### src/sv/absrt_pkg.sv
// Shared types and constants for the ascending block sorter.
// No dependencies; used by absrt_cell and ascending_block_sorter_core.
package absrt_pkg;

  // Width of one sample
  localparam int unsigned DATA_W = 32;

  // Default number of sorting cells
  localparam int unsigned DEPTH_DEFAULT = 64;

  // Controller phases: collect the set, then stream it out
  typedef enum logic {
    ST_FILL,
    ST_DRAIN
  } sorter_state_t;

  // Per-cycle command broadcast to every cell of the chain
  typedef struct packed {
    logic insert;  // place the broadcast sample into its ordered position
    logic shift;   // move every value one cell towards the head
  } cell_ctrl_t;

endpackage

### src/sv/absrt_cell.sv
// One cell of the insertion chain: holds a single sample of the ordered row.
// Depends on absrt_pkg for the data width and the cell command struct.
module absrt_cell (
  input  logic                                   clk,
  input  absrt_pkg::cell_ctrl_t                  ctrl,
  input  logic                                   occupied,   // cell holds a sample of this set
  input  logic signed [absrt_pkg::DATA_W-1:0]    sample,     // broadcast sample being inserted
  input  logic signed [absrt_pkg::DATA_W-1:0]    prev_value, // value of the cell towards the head
  input  logic                                   prev_keep,  // head-side cell keeps its value
  input  logic signed [absrt_pkg::DATA_W-1:0]    next_value, // value of the cell towards the tail
  output logic signed [absrt_pkg::DATA_W-1:0]    value,
  output logic                                   keep
);

  logic signed [absrt_pkg::DATA_W-1:0] value_next;

  // Keep own value when the cell is occupied and its value orders no later than the incoming sample
  assign keep = occupied && (value <= sample);

  // Select the new content: hold, take the sample, or take the neighbour's value
  always_comb begin
    value_next = value;
    if (ctrl.insert) begin
      if (!keep) begin
        value_next = prev_keep ? sample : prev_value;
      end
    end else if (ctrl.shift) begin
      value_next = next_value;
    end
  end

  always_ff @(posedge clk) begin
    value <= value_next;
  end

endmodule

### config.mk
export PLATFORM = sky130hd
export DESIGN_NAME = absrt_cell
export DESIGN_NICKNAME = d
export VERILOG_FILES = /design/src/sv/absrt_pkg.sv /design/src/sv/absrt_cell.sv
export SDC_FILE = /design/constraint.sdc
export NUM_CORES = 1
export LEC_CHECK = 0
export BUFFER_PORTS_ARGS = -buffer_cell sky130_fd_sc_hd__clkbuf_2
export CAP_MARGIN = 15
export CELL_PAD_IN_SITES_DETAIL_PLACEMENT = 1
export CELL_PAD_IN_SITES_GLOBAL_PLACEMENT = 2
export CORE_MARGIN = 1
export CORE_UTILIZATION = 23
export DETAILED_ROUTE_END_ITERATION = 12
export GPL_TIMING_DRIVEN = 0
export PLACE_DENSITY = 0.83
export SYNTH_ARGS = -nofsm -noshare
export SYNTH_HDL_FRONTEND = slang
export SYNTH_SLANG_ARGS = --single-unit
### constraint.sdc
create_clock -name clk -period 4.25 [get_ports clk]
set_input_delay 0.85 -clock clk [delete_from_list [all_inputs] [get_ports clk]]
set_output_delay 0.85 -clock clk [all_outputs]
set_load 0.05 [all_outputs]
## Yosys cells after proc, flatten, opt, wreduce, memory -nomap -nowiden

Index checks and enable logic that the tools add are counted.

| word-level totals | value |
|---|---|
| output and inout port bits | 33 |
| register bits after elaboration | 32 |
| bits of input ports | 101 |
| word-level logic and storage cells | 10 |

| operators by class | value |
|---|---|
| eq/ne operators | 1 |
| $lt $le $gt $ge | 1 |
| mux-type cells | 4 |
| reductions and logical operators | 3 |

Operators with widths:

| operator | count |
|---|---|
| $mux W32 | 4 |
| $le A32 B32 Y1 | 1 |
| $ne A2 B2 Y1 const B | 1 |
| $reduce_and A2 Y1 | 1 |
| $reduce_bool A2 Y1 | 1 |
| $logic_and A1 B1 Y1 | 1 |

## Depth between registers and ports, before layout

| logic depth | value |
|---|---|
| word-level depth | 4 |
| gate-level depth with buffers | 7 |
| mapped depth without buffers | 7 |

## Worst setup path after synthesis

Ideal clock, no wire load.

| timing path | value |
|---|---|
| path type | in2reg |
| start point | in sample[14] (netlist name) |
| end point | reg value[0] (netlist name) (enable) |
| stages | 7 |
| arrival time | 3.704 ns |
| library setup time | 0.441 ns |
| buffers on the path | 0 |
| setup slack | 0.106 ns |
| data required time | 3.809 ns |
| cells stage by stage | inv_1 -> ha_1 -> nand4_1 -> nor4_2 -> a21boi_2 -> o31ai_2 -> a31oi_1 |

| on the way | value |
|---|---|
| word-level cells in the longest chain between the ends | 4 |

RTL lines:

| what | line | text |
|---|---|---|
| from (decl) | absrt_cell.sv:7 | `input logic signed [absrt_pkg::DATA_W-1:0] sample,` |
| $le A32 B32 Y1 | absrt_cell.sv:18 | `assign keep = occupied && (value <= sample);` |
| $logic_and A1 B1 Y1 | absrt_cell.sv:18 |  |
| $ne A2 B2 Y1 (no line) | -- |  |
| $reduce_and A2 Y1 (no line) | -- |  |
| to (signal assigned) | absrt_cell.sv:33 | `value <= value_next;` |
| to (decl) | absrt_cell.sv:11 | `output logic signed [absrt_pkg::DATA_W-1:0] value,` |

No other way between the ends.
A chain may end at the register's enable or synchronous reset.

## Worst setup path in the final report

| timing path | value |
|---|---|
| start point | in sample[30] (netlist name) |
| end point | out keep |

| on the way | value |
|---|---|
| word-level cells in the longest chain between the ends | 2 |

RTL lines:

| what | line | text |
|---|---|---|
| $le A32 B32 Y1 | absrt_cell.sv:18 |  |
| $logic_and A1 B1 Y1 | absrt_cell.sv:18 |  |
| to (decl) | absrt_cell.sv:12 | `output logic keep` |

No other way between the ends.

==> flow_metrics.tcl <==
set metrics [dict create \
    post-route-period-util 0.876 \
    hold_depth 3 \
    clock_sinks 32 \
    yosys-top-cells-area "edfxtp_1, ha_1, mux2i_1" \
    clock_skew_ps 5.19 \
    synth_largest_area_cell "edfxtp_1" \
    setup_violations 0 \
    grt_max_degree 18 \
    netlist_instances 256 \
    max_stage_delay_ps 580 \
    critPathArrivalTime_ps 2870 \
    max-vdd-ir-drop_mv 0.120 \
    cts_buffer_depth 2 \
    track_usage 0.140 \
    cts-root-buf "clkbuf_8" \
    hold_path_class "input port to flip-flop" \
    drive_gt1_frac 0.374 \
    gp_congestion 0.783 \
    seq_area_frac_synth 0.386 \
    antenna_left 0 \
    crit_path_start_kind "input port" \
    drt_first_pass_iters 4 \
    cpMostUsedCell "clkbuf_2" \
    die-area_um2 11300 \
    regMostFlops "value" \
    largest_registers "value: 32 flops" \
    overflow 0 \
    area_growth_pct 38.2 \
    hold_viol 0 \
    tns_ps 0 \
    required_ps 3400 \
    path_clk_slew_ps 70 \
    postCtsHoldBufs 0 \
    die_y_um 106 \
    synth_top_cell_area_share 0.386 \
    rsz0062_at_grt "false" \
    wl_per_cell_um 14.5 \
    ys_ff_latch 32 \
    largest_reg_flops 32 \
    drv_slew 0 \
    fin_nets 528 \
    rows 37 \
    run_status "finished, final reports clean" \
    antenna_cells 0 \
    cts_resized 0 \
    r2r-start "value[14]" \
    min-delay-start "next_value[5]" \
    worstPathBufferInverterCount 3 \
    post_synth.cell_area_avg_um2 9.73 \
    worstRegToRegCells 7 \
    drt-initial-drc-count 26 \
    min_to "value[5]" \
    ys.warnings.count 0 \
    p_total_mw 1.05 \
    worst_pin_slew_ps 702 \
    end_kind "output port" \
    antenna_found_initial 0 \
    grt_first_pass_wirelength_um 12300 \
    ios 134 \
    dp.cells 524 \
    synthesis.nets 389 \
    power.density_nw_per_um2 304 \
    viasPerCell 4.46 \
    crit_type "input port to output port" \
    fmax_mhz 268 \
    stdcell_count 532 \
    power_leakage_nw 1.78 \
    path_max_fanout 3 \
    grt_pass1_vias 2573 \
    crit-reg2reg-capture "value[27]" \
    die_w_um 106 \
    cap_viol_max_count 0 \
    insertion_delay_ps 280 \
    coreArea_um2 10400 \
    drc 0 \
    hpwl_um 6540 \
    syn_area_um2 2490 \
    wl_um 7710 \
    synth.distinct_cells 33 \
    critical_path.top_delay_family "simple AND/OR/NAND/NOR gates" \
    worst_path_max_delay_cell "nor4_1" \
    cts_tree "yes" \
    portBuffers 131 \
    h-tree-depth 2 \
    slew_headroom 0.532 \
    r2r_slack_ps 1330 \
    start_util 0.239 \
    crit_chain "clkbuf_2, inv_1, ha_1, nand4_1, or2_1, a211oi_1, nor4_1, a31o_1, clkbuf_2" \
    cts_setup_buffers 0 \
    vias 2373 \
    final_util 0.330 \
    cp.depth 9 \
    fin_crit_ps 3720 \
    cts_buffers 5 \
]
==> cells by family after synthesis <==
logic type | count (synthesis) | share of synthesized area
mux | 32 | 0.129
simple gates | 57 | 0.118
fa+ha+maj | 32 | 0.161
flops | 32 | 0.386
compound gates | 59 | 0.140
buf+inv | 44 | 0.0678
==> worst max-delay path by stage <==
stage | start | endpoint | slack, ps
after floorplan | sample[14] | value[0] | 110
after global placement | sample[14] | value[8] | -1450
after detailed placement | sample[29] | keep | 530
after CTS | sample[29] | keep | 520
after global routing | sample[30] | keep | 370
final | sample[30] | keep | 530
==> worst register-to-register path: cells and delay by family, from the launching register on <==
family          cells  cell delay (ps)
compound gates      3              980
simple gates        2              680
fa+ha+maj           1              330
flops               1              390
buf+inv             1              240
==> metal layers <==
layer  GRT usage  up-vias  share of wire
met5           0        -              0
met4      0.0268        0         0.0022
met3      0.0374        2          0.061
met2       0.255       79           0.51
met1       0.164     1093           0.43
li1            -     1199              -
==> cell usage in the layout, fill, tap and decap left out, types with 4 or more instances in the layout <==
master | Yosys | routed
nor2_1 | 33 | 33
mux2i_1 | 32 | 32
clkbuf_2 | 0 | 131
clkbuf_1 | 5 | 5
clkbuf_8 | 0 | 5
inv_1 | 33 | 33
a21oi_1 | 43 | 43
nand3_1 | 5 | 5
nand4_1 | 5 | 5
a21o_1 | 5 | 5
ha_1 | 32 | 32
nand2_1 | 4 | 4
edfxtp_1 | 32 | 32
==> metrics by stage <==
step	cell area, um2	setup slack [ps]	hold WS (ps)
final	3440	526	887
after floorplan	2490	106	1080
after detailed placement	3360	535	1180
after global routing	3440	367	891
after global placement	3320	-1450	1170
after CTS	3440	518	870
==> synthesized netlist by cell type (all sizes together) <==
cell	count
a2111o	1
a211oi	1
a21boi	1
a21o	5
a21oi	43
a221o	1
a31o	1
a31oi	1
a32oi	1
and2	1
and2b	1
and4	1
buf	6
clkbuf	5
edfxtp	32
ha	32
inv	33
mux2i	32
nand2	4
nand3	5
nand4	6
nor2	33
nor2b	1
nor3	1
nor4	3
o211ai	1
o21ai	1
o22ai	1
o31ai	1
or2	1
==> report_power, final <==
group / internal, mW / total, mW / switching (mW) / leakage (nW)
registers: 0.394 / 0.414 / 0.0205 / 0.316
clock network: 0.111 / 0.230 / 0.118 / 0.0453
logic: 0.136 / 0.402 / 0.266 / 1.42
total: 0.641 / 1.05 / 0.405 / 1.78
==> cell type report <==
cell class	count	area, um2
fillers	1262	6970
multi-input cells	180	1380
flip-flops and latches	32	961
repair buffers	132	683
well taps	136	170
inverters	33	124
clock buffers	5	68.8
plain buffers	11	45.0
clock inverters	3	13.8
Power figures use the tool's default switching activity.
